File: config.mk
export PLATFORM = sky130hd
export DESIGN_NAME = bpc_div
export DESIGN_NICKNAME = d
export VERILOG_FILES = /design/src/rtl/bpc_div.sv
export SDC_FILE = /design/constraint.sdc
export NUM_CORES = 2
export LEC_CHECK = 0
export ABC_CLOCK_PERIOD_IN_PS = 3800
export BUFFER_PORTS_ARGS = -buffer_cell sky130_fd_sc_hd__buf_2
export CAP_MARGIN = 25
export CELL_PAD_IN_SITES_DETAIL_PLACEMENT = 0
export CELL_PAD_IN_SITES_GLOBAL_PLACEMENT = 2
export CORE_MARGIN = 2
export CORE_UTILIZATION = 42
export CTS_BUF_LIST = sky130_fd_sc_hd__clkbuf_16
export DETAILED_ROUTE_END_ITERATION = 16
export GPL_ROUTABILITY_DRIVEN = 0
export MAX_ROUTING_LAYER = met4
export PLACE_DENSITY_LB_ADDON = 0.1
export SYNTH_ARGS = -nofsm -noshare
export SYNTH_HDL_FRONTEND = slang
export SYNTH_SLANG_ARGS = --single-unit
File: constraint.sdc
create_clock -name clock -period 3.8 [get_ports clock]
set_clock_uncertainty 0.15 [all_clocks]
set_input_delay 0.76 -clock clock [delete_from_list [all_inputs] [get_ports clock]]
set_output_delay 0.76 -clock clock [all_outputs]
set_load 0.02 [all_outputs]
File: src/rtl/bpc_div.sv
// Pipelined restoring divider, one quotient bit per stage, with sideband data.
module bpc_div #(
   parameter int NUM_W  = 32,
   parameter int DEN_W  = 17,
   parameter int SIDE_W = 1
) (
   input  logic              clock,
   input  logic              reset,
   input  logic              en,
   input  logic              in_valid,
   input  logic [NUM_W-1:0]  in_num,
   input  logic [DEN_W-1:0]  in_den,
   input  logic [SIDE_W-1:0] in_side,
   output logic              out_valid,
   output logic [NUM_W-1:0]  out_quo,
   output logic [SIDE_W-1:0] out_side
);

   logic [NUM_W-1:0]  valid_ff;
   logic [NUM_W-1:0]  valid_in;
   logic [DEN_W-1:0]  rem_ff  [NUM_W];
   logic [DEN_W-1:0]  rem_in  [NUM_W];
   logic [NUM_W-1:0]  nq_ff   [NUM_W];
   logic [NUM_W-1:0]  nq_in   [NUM_W];
   logic [DEN_W-1:0]  den_ff  [NUM_W];
   logic [DEN_W-1:0]  den_in  [NUM_W];
   logic [SIDE_W-1:0] side_ff [NUM_W];
   logic [SIDE_W-1:0] side_in [NUM_W];

   always_comb begin
      logic [DEN_W-1:0] rem_prev;
      logic [NUM_W-1:0] nq_prev;
      logic [DEN_W:0]   trial;
      logic             fits;
      for (int s = 0; s < NUM_W; s++) begin
         if (s == 0) begin
            valid_in[s] = in_valid;
            rem_prev    = '0;
            nq_prev     = in_num;
            den_in[s]   = in_den;
            side_in[s]  = in_side;
         end else begin
            valid_in[s] = valid_ff[s-1];
            rem_prev    = rem_ff[s-1];
            nq_prev     = nq_ff[s-1];
            den_in[s]   = den_ff[s-1];
            side_in[s]  = side_ff[s-1];
         end
         trial     = {rem_prev, nq_prev[NUM_W-1]};
         fits      = (trial >= {1'b0, den_in[s]});
         rem_in[s] = fits ? DEN_W'(trial - {1'b0, den_in[s]}) : trial[DEN_W-1:0];
         nq_in[s]  = {nq_prev[NUM_W-2:0], fits};
      end
   end

   always_ff @(posedge clock) begin
      if (reset) begin
         valid_ff <= '0;
      end else if (en) begin
         valid_ff <= valid_in;
      end
   end

   always_ff @(posedge clock) begin
      if (en) begin
         for (int s = 0; s < NUM_W; s++) begin
            rem_ff[s]  <= rem_in[s];
            nq_ff[s]   <= nq_in[s];
            den_ff[s]  <= den_in[s];
            side_ff[s] <= side_in[s];
         end
      end
   end

   assign out_valid = valid_ff[NUM_W-1];
   assign out_quo   = nq_ff[NUM_W-1];
   assign out_side  = side_ff[NUM_W-1];

endmodule

==> flow_summary.ini <==
[layout]
drive_gt1_frac = 0.1369
final_cells = 10230
final_nets = 7639
fillers = 19880
area_delta_synth_final_pct = 14.20

[detailed_routing]
ant_nets = 0
drcViolationCount = 0
wl_um = 178300
num_vias = 51210
avgViaCountPerCell = 5.006
first_iter_violations = 3298
dr.pass1.iters = 5
wire_per_inst_um = 17.43

[clock_network]
clk_pin_slew_ns = 0.06
h-tree-depth = 4
clock_latency_ns = 0.85
clk_path_buf_depth = 3
cts_made_buffers = 229
tritoncts = yes
root_buffer = clkbuf_16
cts_sinks = 2142

[synthesis]
ys_top_cells_by_area = edfxtp_1 (66%), ha_1 (6.9%), mux2_2 (3.8%), inv_1 (2.7%), xnor2_1 (2.5%)
synthCells = 6608
ys_seq_area_frac = 0.6701
synth_top_cell_by_area = edfxtp_1
synthDominantCellAreaShare = 0.6633
yosys_warnings = 0
synth_flop_cell = edfxtp_1
syn-cell-area_um2 = 95520
yosys_register_bits = 2142
synth_edf_count = 2110
synth_nets = 7221
synth.most_common_cell = edfxtp_1
synthTopCellsByCount = edfxtp_1 (2110), inv_1 (675), ha_1 (529)
synth_area_per_cell_um2 = 14.45
synth.distinct_cells = 82
synthArstFlopShare = 0

[min_path]
holdCritPathClass = input pin to flip-flop

[die]
dieHeight_um = 480.9
core_um2 = 226800
die_x_um = 480.9
initial_core_util = 0.4211
fp-row-count = 175
num_io_pins = 88
design.die.area_um2 = 231300

[grt]
grt_usage = 0.1586
antenna_found_initial = 4
grt_first_pass_wirelength_um = 284600
grt_max_degree = 126
grt_pass1_vias = 51070
overflow = 0

[power]
leakagePower_nw = 42.14
power_density_nw_per_um2 = 795.8
finalPower_mw = 86.81
ir_drop_v = 0.0004198

[timing]
fmax_mhz = 270.1
setup_violations = 0
hold_violations = 0
drv_slew = 0
tightest_slew_ns = 0.7377
worst_hold_slack_ns = 0.09016
period_share = 0.9742
fin_crit_ns = 3.702
relSlewSlack = 0.5066
finalSetupTns_ns = 0

[worst_setup_path]
cp.required_ns = 4.24
cp.arrival_ns = 4.15
end_kind = flip-flop
reg2reg_to = rem_ff[0][94]
worstReg2RegStart = nq_ff[0][159]
r2r_slack_ns = 0.1
critical_path_class = flip-flop to flip-flop
crit_path_start = nq_ff[0][159]
path_max_fanout = 8
reg2regPathDepth = 14
crit_end = rem_ff[0][94]
startpoint_type = flip-flop

[status]
status = finished clean

[flow_run]
drv_cap = 0

[placed_design]
dpl.hpwl_um = 123900
portBuffers = 87
placed_cells = 9744
-- per-stage QoR --
stage | utilization | setup WS [ns] | area, um2
after global routing | 0.4809 | -0.02957 | 109100
after detailed placement | 0.4447 | -0.03508 | 100900
after floorplan | - | 0.1325 | 95520
after global placement | 0.4446 | -0.03617 | 100900
final | 0.4809 | 0.09815 | 109100
after CTS | 0.4801 | 0.001109 | 108900
-- what timing repair did --
| action | in CTS | in global routing |
|---|---|---|
| buffers inserted | 1 | 7 |
| hold buffers | 49 | 0 |
| setup endpoints to repair | 17 | 62 |
| gates cloned | 0 | 2 |
| hold endpoints to repair | 49 | 0 |
| pin swaps | 2 | 12 |
| resized for setup | 0 | 15 |
-- layout by cell type (no fill, tap or decap), types with 27 or more instances in the layout --
cell / Yosys / layout
mux2_2: 326 / 326
buf_2: 15 / 86
a21o_1: 165 / 165
clkinv_1: 1 / 50
o21ai_0: 239 / 236
xor2_1: 134 / 134
dfxtp_1: 32 / 32
buf_4: 33 / 105
edfxtp_1: 2110 / 2110
nand4_1: 63 / 63
buf_12: 0 / 46
nor2b_1: 38 / 38
o21a_1: 50 / 50
or3_1: 34 / 34
xnor2_1: 270 / 270
nand3_1: 54 / 54
o211ai_1: 27 / 27
dlygate4sd3_1: 0 / 49
mux2i_1: 55 / 55
a31oi_1: 59 / 59
a21oi_1: 421 / 420
a211oi_1: 52 / 51
inv_1: 675 / 710
ha_1: 529 / 528
o21bai_1: 77 / 76
nand2_1: 221 / 221
nor3_1: 109 / 108
clkbuf_16: 0 / 232
nand2b_1: 61 / 61
fa_1: 30 / 28
clkinv_2: 0 / 42
nor2_1: 338 / 338
and3_1: 31 / 31
-- layer usage --
| metal | vias to the layer above | GRT usage | routed length (um) |
|---|---|---|---|
| met5 | - | - | 0 |
| met4 | 0 | 0.03988 | 3961 |
| met3 | 271 | 0.02448 | 6060 |
| met2 | 708 | 0.2533 | 84450 |
| met1 | 24710 | 0.2126 | 83840 |
| li1 | 25520 | - | - |
-- final cells by class --
| class | count | area, um2 | area share |
|---|---|---|---|
| well taps | 3009 | 3765 | 0.03451 |
| inverters | 676 | 2537 | 0.02326 |
| clock inverters | 194 | 1790 | 0.01641 |
| multi-input cells | 3686 | 28510 | 0.2613 |
| repair buffers | 291 | 2721 | 0.02495 |
| flip-flops and latches | 2142 | 64000 | 0.5867 |
| clock buffers | 230 | 5756 | 0.05276 |
| diodes | 2 | 5.005 | 0.00004588 |
-- flip-flops by register name, indices dropped and copies added (netlist names) --
name and cells:
nq_ff 1024, valid_ff 32, rem_ff 527, den_ff 527, side_ff 32
-- critical path: stages, from the launching register on --
cell and delay, ns:
edfxtp_1 0.38, inv_2 0.09, ha_4 0.14, inv_2 0.04, fa_2 0.42, a211oi_2 0.26, o21bai_2 0.11, a2111o_1 0.42
a31oi_4 0.22, a211o_1 0.16, a21boi_2 0.07, o41ai_4 0.30, buf_6 0.19, clkbuf_16 0.18, mux2_4 0.30
-- worst min path at each step --
stage / cells after the start / slack, ns / end / startpoint
floorplan: 0 / 0.25 / nq_ff[0][100] / nq_ff[0][67]
global placement: 0 / 0.25 / side_ff[1][6] / side_ff[1][5]
detailed placement: 0 / 0.25 / nq_ff[0][109] / nq_ff[0][76]
CTS: 1 / 0.007 / nq_ff[0][8] / in_num[7]
global route: 1 / 0.02 / nq_ff[0][8] / in_num[7]
finish: 1 / 0.09 / nq_ff[0][8] / in_num[7]
-- cells by family after synthesis --
kind of cell	after synthesis	share of synthesized area
DFF	2142	0.6701
AOI/OAI and AO/OA	1295	0.08668
and+or+nand+nor	1031	0.05159
buffers and inverters	780	0.03234
adders and majority gates	559	0.07558
xor gates and xnor gates	404	0.03704
muxes	397	0.04671
-- where the power goes --
part / leakage [nW] / switching (mW) / total (mW) / internal, mW
sequential: 20.9 / 2.46 / 34.6 / 32.2
combinational: 17.5 / 15.4 / 30.1 / 14.8
clock: 3.77 / 9.30 / 22.0 / 12.7
total: 42.1 / 27.1 / 86.8 / 59.7
No activity file was read; power rests on OpenSTA's default activity.
