### src/rtl/bpc_pkg.sv
// Shared types, widths and constants of the barometric compensation pipeline.
package bpc_pkg;

   localparam int REQ_DATA_W  = 48;
   localparam int RSP_DATA_W  = 40;
   localparam int CSR_ADDR_W  = 2;
   localparam int CSR_DATA_W  = 64;
   localparam int TDIV_NUM_W  = 27;
   localparam int TDIV_DEN_W  = 20;
   localparam int PDIV_NUM_W  = 32;
   localparam int PDIV_DEN_W  = 17;

   typedef enum logic [CSR_ADDR_W-1:0] {
      CSR_COEFFS_A = 2'd0,
      CSR_COEFFS_B = 2'd1,
      CSR_COEFFS_C = 2'd2
   } csr_index_type;

   localparam logic signed [28:0] T_ROUND     = 29'sd8;
   localparam logic signed [28:0] B6_OFFSET   = 29'sd4000;
   localparam logic        [31:0] B4_OFFSET   = 32'd32768;
   localparam logic        [15:0] B7_SCALE    = 16'd50000;
   localparam logic signed [59:0] PSQ_GAIN    = 60'sd3038;
   localparam logic signed [45:0] PLIN_GAIN   = -46'sd7357;
   localparam logic signed [45:0] PRES_OFFSET = 46'sd3791;
   localparam logic signed [24:0] T_MAX       = 25'sd32767;
   localparam logic signed [24:0] T_MIN       = -25'sd32768;
   localparam logic signed [45:0] P_MAX       = 46'sd262143;

   typedef struct packed {
      logic signed [15:0] ac1;
      logic signed [15:0] ac2;
      logic signed [15:0] ac3;
      logic        [15:0] ac4;
      logic        [15:0] ac5;
      logic        [15:0] ac6;
      logic signed [15:0] b1;
      logic signed [15:0] b2;
      logic signed [15:0] mc;
      logic signed [15:0] md;
   } coeff_type;

   typedef struct packed {
      logic signed [18:0] x1;
      logic        [23:0] up;
      logic        [1:0]  oss;
      logic               neg;
      logic               err;
   } tside_type;

   typedef struct packed {
      logic signed [15:0] t;
      logic               hi;
      logic               err;
   } pside_type;

   typedef struct packed {
      logic                  valid;
      logic [TDIV_NUM_W-1:0] num;
      logic [TDIV_DEN_W-1:0] den;
      tside_type             side;
   } tdiv_req_type;

   typedef struct packed {
      logic                  valid;
      logic [TDIV_NUM_W-1:0] quo;
      tside_type             side;
   } tdiv_rsp_type;

   typedef struct packed {
      logic                  valid;
      logic [PDIV_NUM_W-1:0] num;
      logic [PDIV_DEN_W-1:0] den;
      pside_type             side;
   } pdiv_req_type;

   typedef struct packed {
      logic                  valid;
      logic [PDIV_NUM_W-1:0] quo;
      pside_type             side;
   } pdiv_rsp_type;

endpackage

### src/rtl/bpc_back.sv
// Back stages: final pressure correction, saturation and the result register.
module bpc_back import bpc_pkg::*; (
   input  logic               clock,
   input  logic               reset,
   input  logic               en,
   input  pdiv_rsp_type       div_rsp,
   output logic               out_valid,
   output logic signed [15:0] out_temp,
   output logic [17:0]        out_press,
   output logic               out_err
);

   logic [3:0] v_ff;
   logic [2:0] err_ff;
   logic signed [15:0] ta_ff, tb_ff, tc_ff;
   logic signed [31:0] pv, pva_ff, pvb_ff;
   logic signed [23:0] pv_hi;
   logic signed [47:0] asqa_ff, asqa_in;
   logic signed [45:0] ma_ff, ma_in;
   logic signed [59:0] quad;
   logic signed [43:0] x1b_ff;
   logic signed [29:0] x2b_ff;
   logic signed [45:0] corr_sum, fin_in, fin_ff;
   logic signed [15:0] temp_ff, temp_in;
   logic        [17:0] press_ff, press_in;
   logic               err_out_ff;

   assign pv      = div_rsp.side.hi ? {div_rsp.quo[30:0], 1'b0} : div_rsp.quo;
   assign pv_hi   = pv[31:8];
   assign asqa_in = 48'(pv_hi) * 48'(pv_hi);
   assign ma_in   = 46'(pv) * PLIN_GAIN;

   assign quad     = 60'(asqa_ff) * PSQ_GAIN;
   assign corr_sum = 46'(x1b_ff) + 46'(x2b_ff) + PRES_OFFSET;
   assign fin_in   = 46'(pvb_ff) + (corr_sum >>> 4);

   always_comb begin
      if (err_ff[2]) begin
         temp_in  = '0;
         press_in = '0;
      end else begin
         temp_in = tc_ff;
         if (fin_ff[45]) begin
            press_in = '0;
         end else if (fin_ff > P_MAX) begin
            press_in = '1;
         end else begin
            press_in = fin_ff[17:0];
         end
      end
   end

   always_ff @(posedge clock) begin
      if (reset) begin
         v_ff <= '0;
      end else if (en) begin
         v_ff <= {v_ff[2:0], div_rsp.valid};
      end
   end

   always_ff @(posedge clock) begin
      if (en) begin
         asqa_ff    <= asqa_in;
         ma_ff      <= ma_in;
         pva_ff     <= pv;
         ta_ff      <= div_rsp.side.t;
         err_ff     <= {err_ff[1:0], div_rsp.side.err};
         x1b_ff     <= quad[59:16];
         x2b_ff     <= ma_ff[45:16];
         pvb_ff     <= pva_ff;
         tb_ff      <= ta_ff;
         fin_ff     <= fin_in;
         tc_ff      <= tb_ff;
         temp_ff    <= temp_in;
         press_ff   <= press_in;
         err_out_ff <= err_ff[2];
      end
   end

   assign out_valid = v_ff[3];
   assign out_temp  = temp_ff;
   assign out_press = press_ff;
   assign out_err   = err_out_ff;

endmodule

### config.mk
export PLATFORM = sky130hd
export DESIGN_NAME = bpc_back
export DESIGN_NICKNAME = d
export VERILOG_FILES = /design/src/rtl/bpc_pkg.sv /design/src/rtl/bpc_back.sv
export SDC_FILE = /design/constraint.sdc
export NUM_CORES = 2
export LEC_CHECK = 0
export ABC_CLOCK_PERIOD_IN_PS = 9500
export BUFFER_PORTS_ARGS = -buffer_cell sky130_fd_sc_hd__buf_4
export CAP_MARGIN = 40
export CORE_UTILIZATION = 60
export DETAILED_ROUTE_END_ITERATION = 6
export GPL_TIMING_DRIVEN = 0
export PLACE_DENSITY = 0.8
export RECOVER_POWER = 25
export SLEW_MARGIN = 20
export SYNTH_ARGS = -nofsm -noshare
export SYNTH_HDL_FRONTEND = slang
export SYNTH_SLANG_ARGS = --single-unit
### constraint.sdc
create_clock -name clock -period 9.5 [get_ports clock]
set_clock_uncertainty 0.1 [all_clocks]
set_input_delay 0.475 -clock clock [delete_from_list [all_inputs] [get_ports clock]]
set_output_delay 0.475 -clock clock [all_outputs]
set_load 0.02 [all_outputs]
==> impl_metrics.py <==
metrics = {
    "setup_path": {
        "max_stage_delay_ns": 0.59,
        "critPathSlowestCell": "clkbuf_2",
        "ff2ff_setup_slack_ns": 2.82,
        "worstPathRequired_ns": 9.68,
        "critPathCaptureType": "flip-flop",
        "cp.arrival_ns": 9.60,
        "reg2reg_from": "asqa_ff[13]",
        "cp_top_family": "adder cells",
        "crit_path_start_kind": "input pin",
        "r2r_cells": 18,
        "crit_type": "in -> reg",
        "r2r-end": "x1b_ff[43]",
        "cp_max_fo": 14,
        "path_buf_inv": 11,
        "critical_path.most_common_cell": "fa_1",
    },
    "detailed_routing": {
        "route.detailed.drc": 0,
        "wl_met2_mm": 55.50,
        "wl_met3_mm": 11.23,
        "drt-met1-wl_mm": 45.84,
        "vias_per_cell": 5.535,
        "dr_total_vias": 33640,
        "ant_nets": 0,
        "drtIter0Drc": 2290,
        "wl_per_cell_um": 19.40,
        "routed.top_layer": "met5",
        "routed_wl_mm": 117.9,
        "dr.pass1.iters": 6,
    },
    "global_route": {
        "grt_pass1_wl_mm": 189.6,
        "track_usage_pct": 28.56,
        "first_global_vias": 36330,
        "grt_antenna_before_repair": 6,
        "grt_overflow": 0,
        "grt_max_degree": 109,
    },
    "clocking": {
        "clockBufferDepth": 3,
        "htreeDepth": 2,
        "clkSinkCount": 347,
        "clock_latency_ns": 0.56,
        "cts-buffers-inserted": 35,
        "cts_tree": "built",
        "cts.clk_slew.worst_paths_ns": 0.06,
        "cts-root-buf": "clkbuf_16",
    },
    "final_layout": {
        "nFillCells": 6399,
        "register_area_um2": 10380,
        "layout-drive-gt1-share_pct": 5.039,
        "nets": 6562,
        "syn_to_final_growth_pct": 7.734,
        "multi_input_area_um2": 35910,
        "utilization_pct": 65.62,
    },
    "die": {
        "core_um2": 84090,
        "rows": 106,
        "die_h_um": 294.2,
        "dieArea_um2": 86540,
        "start_util_pct": 60.91,
        "ios": 90,
        "die-width_um": 294.2,
    },
    "run_status": {
        "status": "finished, violations left",
        "violations": "capacitance limit, slew limit",
    },
    "min_path": {
        "whs_path_depth": 3,
        "hold_end": "v_ff[0]",
        "hold_class": "in -> reg",
        "holdCritStartpoint": "div_rsp[50]",
    },
    "flow_run": {
        "max_cap_viol_count": 1,
    },
    "sta": {
        "setup_viol": 0,
        "clock.fmax_mhz": 106.2,
        "finalCritPeriodShare_pct": 99.14,
        "worst_pin_slew_ns": 5.466,
        "fin_crit_ns": 9.418,
        "drv_slew": 98,
        "hold_viol": 0,
        "setup_tns_ns": 0,
        "max_slew_margin_pct": -264.4,
    },
    "logic_synthesis": {
        "ys_ff_latch": 347,
        "ys_seq_area_share_pct": 20.27,
        "syn_area_per_cell_um2": 10.81,
        "yosys_warnings": 0,
        "synth-edff-count": 343,
        "synthFlopType": "edfxtp_1",
        "synth-async-reset-ratio_pct": 0,
        "syn_area_um2": 51220,
        "synth_cell_type_count": 69,
        "syn_inst": 4737,
    },
    "placement": {
        "io_buffers": 88,
        "gp_congestion": 0.9901,
        "hpwl_mm": 99.72,
    },
}
worst min-delay path: stages:
cell and delay, ns:
buf_4 0.08, mux2i_1 0.06, nor2_1 0.08
through the flow:
stage / hold WS (ns) / std cells / worst slack (ns) / instance area, um^2
6_report: 0.07313 / 6077 / 0.08173 / 55180
5_1_grt: 0.1030 / 6075 / -0.02571 / 55180
4_1_cts: 0.05226 / 6066 / 0.03713 / 55060
3_5_place_dp: 0.3045 / 5984 / -1.786 / 53690
3_3_place_gp: 0.3001 / 5960 / -2.403 / 53300
2_1_floorplan: 0.3003 / 4738 / 0.6137 / 51220
synthesized netlist by cell type (all sizes together), types with 52 or more instances:
cell	n	share of area, %
edfxtp	343	20
o21a	52	0.76
nand2	251	1.8
ha	635	16
inv	1277	9.4
xnor2	127	2.2
o21ai	80	0.78
a21oi	169	1.7
a21o	85	1.2
nor2	219	1.6
fa	959	37
xor2	68	1.2
final cells by class:
type | count | share of cell area (%)
Sequential cell | 347 | 18.81
Inverter | 1283 | 8.741
Antenna cell | 2 | 0.009070
Clock inverter | 19 | 0.3923
Timing Repair Buffer | 140 | 2.272
Tap cell | 1134 | 2.571
Clock buffer | 45 | 1.673
Multi-Input combinational cell | 3053 | 65.07
Buffer | 54 | 0.4580
routing by layer:
layer / GRT usage (%) / vias to the layer above
met5: 0 / -
met4: 11.04 / 4
met3: 6.057 / 350
met2: 47.19 / 1375
met1: 36.97 / 16660
li1: - / 15250
cell usage in the layout, fill, tap and decap left out, drive strengths merged, types with 30 or more instances in the layout:
cell type  count
inv         1280
fa           959
ha           635
edfxtp       343
nand2        251
nor2         219
a21oi        169
xnor2        127
buf          111
clkbuf       110
a21o          85
o21ai         80
xor2          68
o21a          52
nand3         36
nor2b         35
mux2i         31
nor3          30
what timing repair did:
item                       in CTS  in global routing
setup endpoints to repair      20                  8
setup buffers                   0                  7
hold buffers                   18                  0
hold endpoints to repair       21                  0
gates resized for setup        15                 19
worst max path at each step:
stage / cells past startpoint / end / from / slack [ns]
2_1_floorplan: 26 / asqa_ff[47] / div_rsp[1] / 0.61
3_5_place_dp: 29 / asqa_ff[44] / div_rsp[1] / -1.79
5_1_grt: 33 / asqa_ff[44] / div_rsp[1] / -0.03
4_1_cts: 29 / asqa_ff[44] / div_rsp[1] / 0.04
3_3_place_gp: 28 / asqa_ff[44] / div_rsp[1] / -2.40
6_report: 31 / asqa_ff[44] / div_rsp[1] / 0.08
registers in the layout (all words and copies together), names as in the netlist:
register,flops
asqa_ff,46
out_temp,16
x2b_ff,30
ma_ff,30
pva_ff,32
x1b_ff,44
out_err,1
tc_ff,16
fin_ff,43
tb_ff,16
err_ff,3
ta_ff,16
out_press,18
v_ff,4
pvb_ff,32
logic make-up after synthesis:
logic type                 count (synthesis)  share of synthesized area (%)
buffers and inverters                   1338                          9.808
xor gates and xnor gates                 195                          3.334
AOI/OAI and AO/OA                        530                          6.723
DFF                                      347                          20.27
other                                      2                        0.01466
adders and majority gates               1594                          52.99
muxes                                     39                         0.7817
and+or+nand+nor                          692                          6.078
Power is not shown: default switching activity piles up to over one toggle a cycle in this logic, so the estimate is an artifact.
