$ cat src/rtl/bpc_pkg.sv
// Shared types, widths and constants of the barometric compensation pipeline.
package bpc_pkg;

   localparam int REQ_DATA_W  = 48;
   localparam int RSP_DATA_W  = 40;
   localparam int CSR_ADDR_W  = 2;
   localparam int CSR_DATA_W  = 64;
   localparam int TDIV_NUM_W  = 27;
   localparam int TDIV_DEN_W  = 20;
   localparam int PDIV_NUM_W  = 32;
   localparam int PDIV_DEN_W  = 17;

   typedef enum logic [CSR_ADDR_W-1:0] {
      CSR_COEFFS_A = 2'd0,
      CSR_COEFFS_B = 2'd1,
      CSR_COEFFS_C = 2'd2
   } csr_index_type;

   localparam logic signed [28:0] T_ROUND     = 29'sd8;
   localparam logic signed [28:0] B6_OFFSET   = 29'sd4000;
   localparam logic        [31:0] B4_OFFSET   = 32'd32768;
   localparam logic        [15:0] B7_SCALE    = 16'd50000;
   localparam logic signed [59:0] PSQ_GAIN    = 60'sd3038;
   localparam logic signed [45:0] PLIN_GAIN   = -46'sd7357;
   localparam logic signed [45:0] PRES_OFFSET = 46'sd3791;
   localparam logic signed [24:0] T_MAX       = 25'sd32767;
   localparam logic signed [24:0] T_MIN       = -25'sd32768;
   localparam logic signed [45:0] P_MAX       = 46'sd262143;

   typedef struct packed {
      logic signed [15:0] ac1;
      logic signed [15:0] ac2;
      logic signed [15:0] ac3;
      logic        [15:0] ac4;
      logic        [15:0] ac5;
      logic        [15:0] ac6;
      logic signed [15:0] b1;
      logic signed [15:0] b2;
      logic signed [15:0] mc;
      logic signed [15:0] md;
   } coeff_type;

   typedef struct packed {
      logic signed [18:0] x1;
      logic        [23:0] up;
      logic        [1:0]  oss;
      logic               neg;
      logic               err;
   } tside_type;

   typedef struct packed {
      logic signed [15:0] t;
      logic               hi;
      logic               err;
   } pside_type;

   typedef struct packed {
      logic                  valid;
      logic [TDIV_NUM_W-1:0] num;
      logic [TDIV_DEN_W-1:0] den;
      tside_type             side;
   } tdiv_req_type;

   typedef struct packed {
      logic                  valid;
      logic [TDIV_NUM_W-1:0] quo;
      tside_type             side;
   } tdiv_rsp_type;

   typedef struct packed {
      logic                  valid;
      logic [PDIV_NUM_W-1:0] num;
      logic [PDIV_DEN_W-1:0] den;
      pside_type             side;
   } pdiv_req_type;

   typedef struct packed {
      logic                  valid;
      logic [PDIV_NUM_W-1:0] quo;
      pside_type             side;
   } pdiv_rsp_type;

endpackage

$ cat src/rtl/bpc_front.sv
// Front stages: first temperature term and the operands of the temperature divide.
module bpc_front import bpc_pkg::*; (
   input  logic         clock,
   input  logic         reset,
   input  logic         en,
   input  logic         in_valid,
   input  logic [15:0]  in_ut,
   input  logic [23:0]  in_raw_p,
   input  logic [1:0]   in_oss,
   input  coeff_type    coeffs,
   output tdiv_req_type div_req
);

   logic               v1_ff, v2_ff, v3_ff, v4_ff;
   logic signed [16:0] diff1_ff, diff1_in;
   logic        [23:0] up1_ff, up1_in, up2_ff, up3_ff;
   logic        [1:0]  oss1_ff, oss2_ff, oss3_ff;
   logic signed [33:0] prod2_ff, prod2_in;
   logic signed [18:0] x1_3_ff, x1_3_in;
   logic signed [19:0] d3_ff, d3_in;
   logic signed [26:0] num_s;
   logic [TDIV_NUM_W-1:0] num4_ff, num4_in;
   logic [TDIV_DEN_W-1:0] den4_ff, den4_in;
   tside_type          side4_ff, side4_in;

   assign diff1_in = signed'({1'b0, in_ut}) - signed'({1'b0, coeffs.ac6});
   assign up1_in   = in_raw_p >> (4'd8 - 4'(in_oss));
   assign prod2_in = 34'(diff1_ff) * 34'(signed'({1'b0, coeffs.ac5}));
   assign x1_3_in  = signed'(prod2_ff[33:15]);
   assign d3_in    = 20'(x1_3_in) + 20'(coeffs.md);

   assign num_s    = 27'(coeffs.mc) <<< 11;
   assign num4_in  = num_s[26] ? TDIV_NUM_W'(-num_s) : TDIV_NUM_W'(num_s);
   assign den4_in  = d3_ff[19] ? TDIV_DEN_W'(-d3_ff) : TDIV_DEN_W'(d3_ff);

   always_comb begin
      side4_in.x1  = x1_3_ff;
      side4_in.up  = up3_ff;
      side4_in.oss = oss3_ff;
      side4_in.neg = num_s[26] ^ d3_ff[19];
      side4_in.err = (d3_ff == '0);
   end

   always_ff @(posedge clock) begin
      if (reset) begin
         v1_ff <= 1'b0;
         v2_ff <= 1'b0;
         v3_ff <= 1'b0;
         v4_ff <= 1'b0;
      end else if (en) begin
         v1_ff <= in_valid;
         v2_ff <= v1_ff;
         v3_ff <= v2_ff;
         v4_ff <= v3_ff;
      end
   end

   always_ff @(posedge clock) begin
      if (en) begin
         diff1_ff <= diff1_in;
         up1_ff   <= up1_in;
         oss1_ff  <= in_oss;
         prod2_ff <= prod2_in;
         up2_ff   <= up1_ff;
         oss2_ff  <= oss1_ff;
         x1_3_ff  <= x1_3_in;
         d3_ff    <= d3_in;
         up3_ff   <= up2_ff;
         oss3_ff  <= oss2_ff;
         num4_ff  <= num4_in;
         den4_ff  <= den4_in;
         side4_ff <= side4_in;
      end
   end

   always_comb begin
      div_req.valid = v4_ff;
      div_req.num   = num4_ff;
      div_req.den   = den4_ff;
      div_req.side  = side4_ff;
   end

endmodule

$ cat config.mk
export PLATFORM = sky130hd
export DESIGN_NAME = bpc_front
export DESIGN_NICKNAME = d
export VERILOG_FILES = /design/src/rtl/bpc_pkg.sv /design/src/rtl/bpc_front.sv
export SDC_FILE = /design/constraint.sdc
export NUM_CORES = 1
export LEC_CHECK = 0
export ABC_AREA = 1
export BUFFER_PORTS_ARGS = -buffer_cell sky130_fd_sc_hd__buf_2
export CAP_MARGIN = 15
export CORE_AREA = 2 2 196 198
export DETAILED_ROUTE_END_ITERATION = 8
export DIE_AREA = 0 0 198 200
export PLACE_DENSITY = 0.81
export SLEW_MARGIN = 20
export SYNTH_ARGS = -nofsm -noshare
export SYNTH_HDL_FRONTEND = slang
export SYNTH_SLANG_ARGS = --single-unit
$ cat constraint.sdc
create_clock -name clock -period 6.5 [get_ports clock]
set_input_delay 0.325 -clock clock [delete_from_list [all_inputs] [get_ports clock]]
set_output_delay 0.325 -clock clock [all_outputs]
set_load 0.1 [all_outputs]
==> results by group <==
Clocking
  • Worst skew pair latency: 0.53 ns
  • CTS tree: yes
  • CTS resizes: 0
  • Clock Tree Buf Depth: 3
  • Sink Count: 240
  • H-tree levels: 1
  • Clock transition at path regs: 0.06 ns
  • CTS Buf Count: 24
  • Post-CTS Repair Setup Buffers: 0
  • Root buf cell: clkbuf_16

Place
  • PortBufs: 189
  • Gpl congestion: 0.945
  • HPWL after detailed placement: 37,800 µm
  • Area after DPL: 23,600 µm²

Synthesis
  • Async SR Flop Fraction: 0%
  • YS warnings: 0
  • Register bit count reported by yosys: 240
  • Post-synth EDFFs: 236
  • Sequential fraction of the synthesis area: 32.2%
  • Syn Area/Cell: 8.85 µm²
  • Post-synthesis cell type count: 40
  • Gate Count Post-Synth: 2,516
  • Synth Flop Type: edfxtp_1
  • Synthesized cell area: 22,300 µm²

Global routing
  • Largest net degree at the start of global routing: 128
  • First-pass GRT wire length: 78,100 µm
  • Vias in the first global route: 17,000
  • Initial antenna violation count: 0
  • Global Route Usage Sum: 24.6%
  • GRT Residual Overflow: 0

Setup path
  • Crit path DAT: 6.32 ns
  • Setup crit start kind: register
  • CP required: 6.79 ns
  • R2R setup slack: 0.46 ns
  • Crit Path Max Fanout: 11
  • CP Capture Type: register
  • FF-to-FF path depth: 19
  • Worst Path Class, Setup: register to register
  • Worst reg2reg endpoint: prod2_ff[31]$_DFFE_PP_
  • Reg2Reg Launch Point: diff1_ff[16]$_DFFE_PP_

Routing
  • Vias: 16,300
  • 1st-iter DRT viols: 993
  • Top layer reached by signal wires: met4
  • DRC: 0
  • Final wirelength: 46,700 µm
  • Met3 wire length: 3150 µm
  • Drt wl/cell: 14.6 µm
  • Metal1 wirelength: 18,200 µm
  • Vias per inst: 5.10
  • WL met2: 23,800 µm
  • Number of routed nets with antenna violations: 0
  • Iteration count of the initial detailed-routing pass: 5

Cells and area
  • Share of cells above drive strength 1: 10.1%
  • Area delta synth->final: 9.69%
  • Commonest non-fill, non-tap cell in the layout: nand2_1
  • Register area: 7170 µm²
  • Fillers: 2,966
  • Final core utilization: 65.3%
  • Final instance area: 24,400 µm²
  • Footprint of the multi-input gates: 12,300 µm²
  • Most frequent cells in the layout: nand2_1 (669), inv_1 (637), fa_1 (279)
  • Nets: 3,276
  • Antenna cells: 0

STA
  • Unrepaired setup endpoints after global routing: false
  • Slew HR: 40.9%
  • TNS Setup: 0 ns
  • Peak Freq: 166 MHz
  • Min Clock Period, post-route: 6.04 ns
  • Setup-failing EPs final: 0
  • Worst Tran Pin Value: 0.887 ns
  • Worst Skew: 0.0261 ns
  • Tcrit/Tclk final: 92.9%
  • Fin. Hold Viols: 0
  • Slew Limit Fails: 0

Status
  • Status: finished, final reports clean

Die
  • I/O pins: 301
  • Core area: 37,400 µm²
  • Full die area: 39,600 µm²
  • Die height: 200 µm
  • Starting Density: 59.5%
  • Std cell rows: 71
  • DIE WIDTH: 198 µm

Min path
  • Hold_sp: coeffs[16]
  • Worst min-delay path endpoint: num4_ff[11]$_DFFE_PP_
  • Worst hold path cell count: 1
  • HP Class: primary input to register

Job
  • Max-Cap Viols: 0
sequential cells by signal (all words and copies together), names as in the netlist:
| name | count |
|---|---|
| v1_ff | 1 |
| oss2_ff | 2 |
| diff1_ff | 17 |
| num4_ff | 16 |
| x1_3_ff | 19 |
| den4_ff | 20 |
| prod2_ff | 19 |
| v4_ff | 1 |
| up3_ff | 24 |
| up1_ff | 24 |
| d3_ff | 20 |
| v2_ff | 1 |
| v3_ff | 1 |
| oss1_ff | 2 |
| oss3_ff | 2 |
| up2_ff | 24 |
| div_req | 47 |
kinds of logic after synthesis:
group,Yosys count,share of synthesized area (%)
AO/OA/AOI/OAI,149,3.52
XOR/XNOR,59,2.32
adder cells (fa/ha/maj),402,32.0
buffers and inverters,734,12.6
flip-flops,240,32.2
multiplexers,6,0.270
other,1,0.0168
AND/OR/NAND/NOR,925,17.1
layout make-up:
class                   instances  area share [%]
clock buffers                  28            2.52
clock inverters                16           0.784
inverters                     646            9.93
multi-input cells            1556            50.5
flip-flops and latches        240            29.3
well taps                     511            2.62
repair buffers                200            4.27
layer usage:
metal,global-route usage (%),up-vias
met5,0,-
met4,8.97,0
met3,3.38,132
met2,45.2,603
met1,29.6,7730
li1,-,7842
cell usage after synthesis, drive strengths merged (3+ instances only):
cell type,n,area share [%]
xor2,47,1.8
o21bai,3,0.10
a21o,5,0.17
nand3,85,1.9
nor4,5,0.14
nand2,687,12
and3,3,0.084
buf,16,0.51
fa,279,25
dfxtp,4,0.36
a31oi,3,0.084
clkinv,3,0.051
inv,643,11
xnor2,12,0.47
clkbuf,72,1.2
nand3b,5,0.17
nand4,21,0.59
ha,123,6.9
edfxtp,236,32
a21oi,71,1.6
nor3,15,0.53
mux2i,6,0.27
o21ai,63,1.4
nor2,103,1.8
repair_timing:
action / CTS / global route
hold buffers: 2 / 0
endpoints found under the setup margin: 0 / 0
hold endpoints to repair: 5 / 0
critical path: stages (launching register included):
cell and delay (ns):
edfxtp_1 0.52, buf_4 0.25, nand2_1 0.12, inv_1 0.10
fa_1 0.70, fa_1 0.50, inv_1 0.21, fa_1 0.51
fa_1 0.53, fa_1 0.53, fa_1 0.56, inv_1 0.05
ha_1 0.36, nand2_1 0.14, nor2_1 0.22, nand2_1 0.11
nor2_1 0.11, nand2_1 0.10, nand3_1 0.10, nand2_1 0.06
stage by stage:
stage	setup slack (ns)	std cells	hold WS (ns)
after floorplan	0.548	2530	0.394
after global placement	0.627	3151	0.401
after CTS	0.449	3197	0.000567
after detailed placement	0.512	3151	0.405
after global routing	0.174	3197	0.00423
final	0.465	3197	0.0190
worst max-delay path by stage:
| stage | from | to | slack (ns) | depth (start not counted) |
|---|---|---|---|---|
| 4_1_cts | diff1_ff[16]$_DFFE_PP_ | prod2_ff[31]$_DFFE_PP_ | 0.45 | 20 |
| 3_5_place_dp | diff1_ff[16]$_DFFE_PP_ | prod2_ff[25]$_DFFE_PP_ | 0.51 | 19 |
| 3_3_place_gp | coeffs[85] | prod2_ff[25]$_DFFE_PP_ | 0.63 | 19 |
| 5_1_grt | diff1_ff[16]$_DFFE_PP_ | prod2_ff[31]$_DFFE_PP_ | 0.17 | 19 |
| 2_1_floorplan | diff1_ff[16]$_DFFE_PP_ | prod2_ff[33]$_DFFE_PP_ | 0.55 | 21 |
| 6_report | diff1_ff[16]$_DFFE_PP_ | prod2_ff[31]$_DFFE_PP_ | 0.46 | 19 |
Power is left out: the tool's default activity adds up to more than one toggle a clock period on the data nets, which glitch-free logic cannot reach.
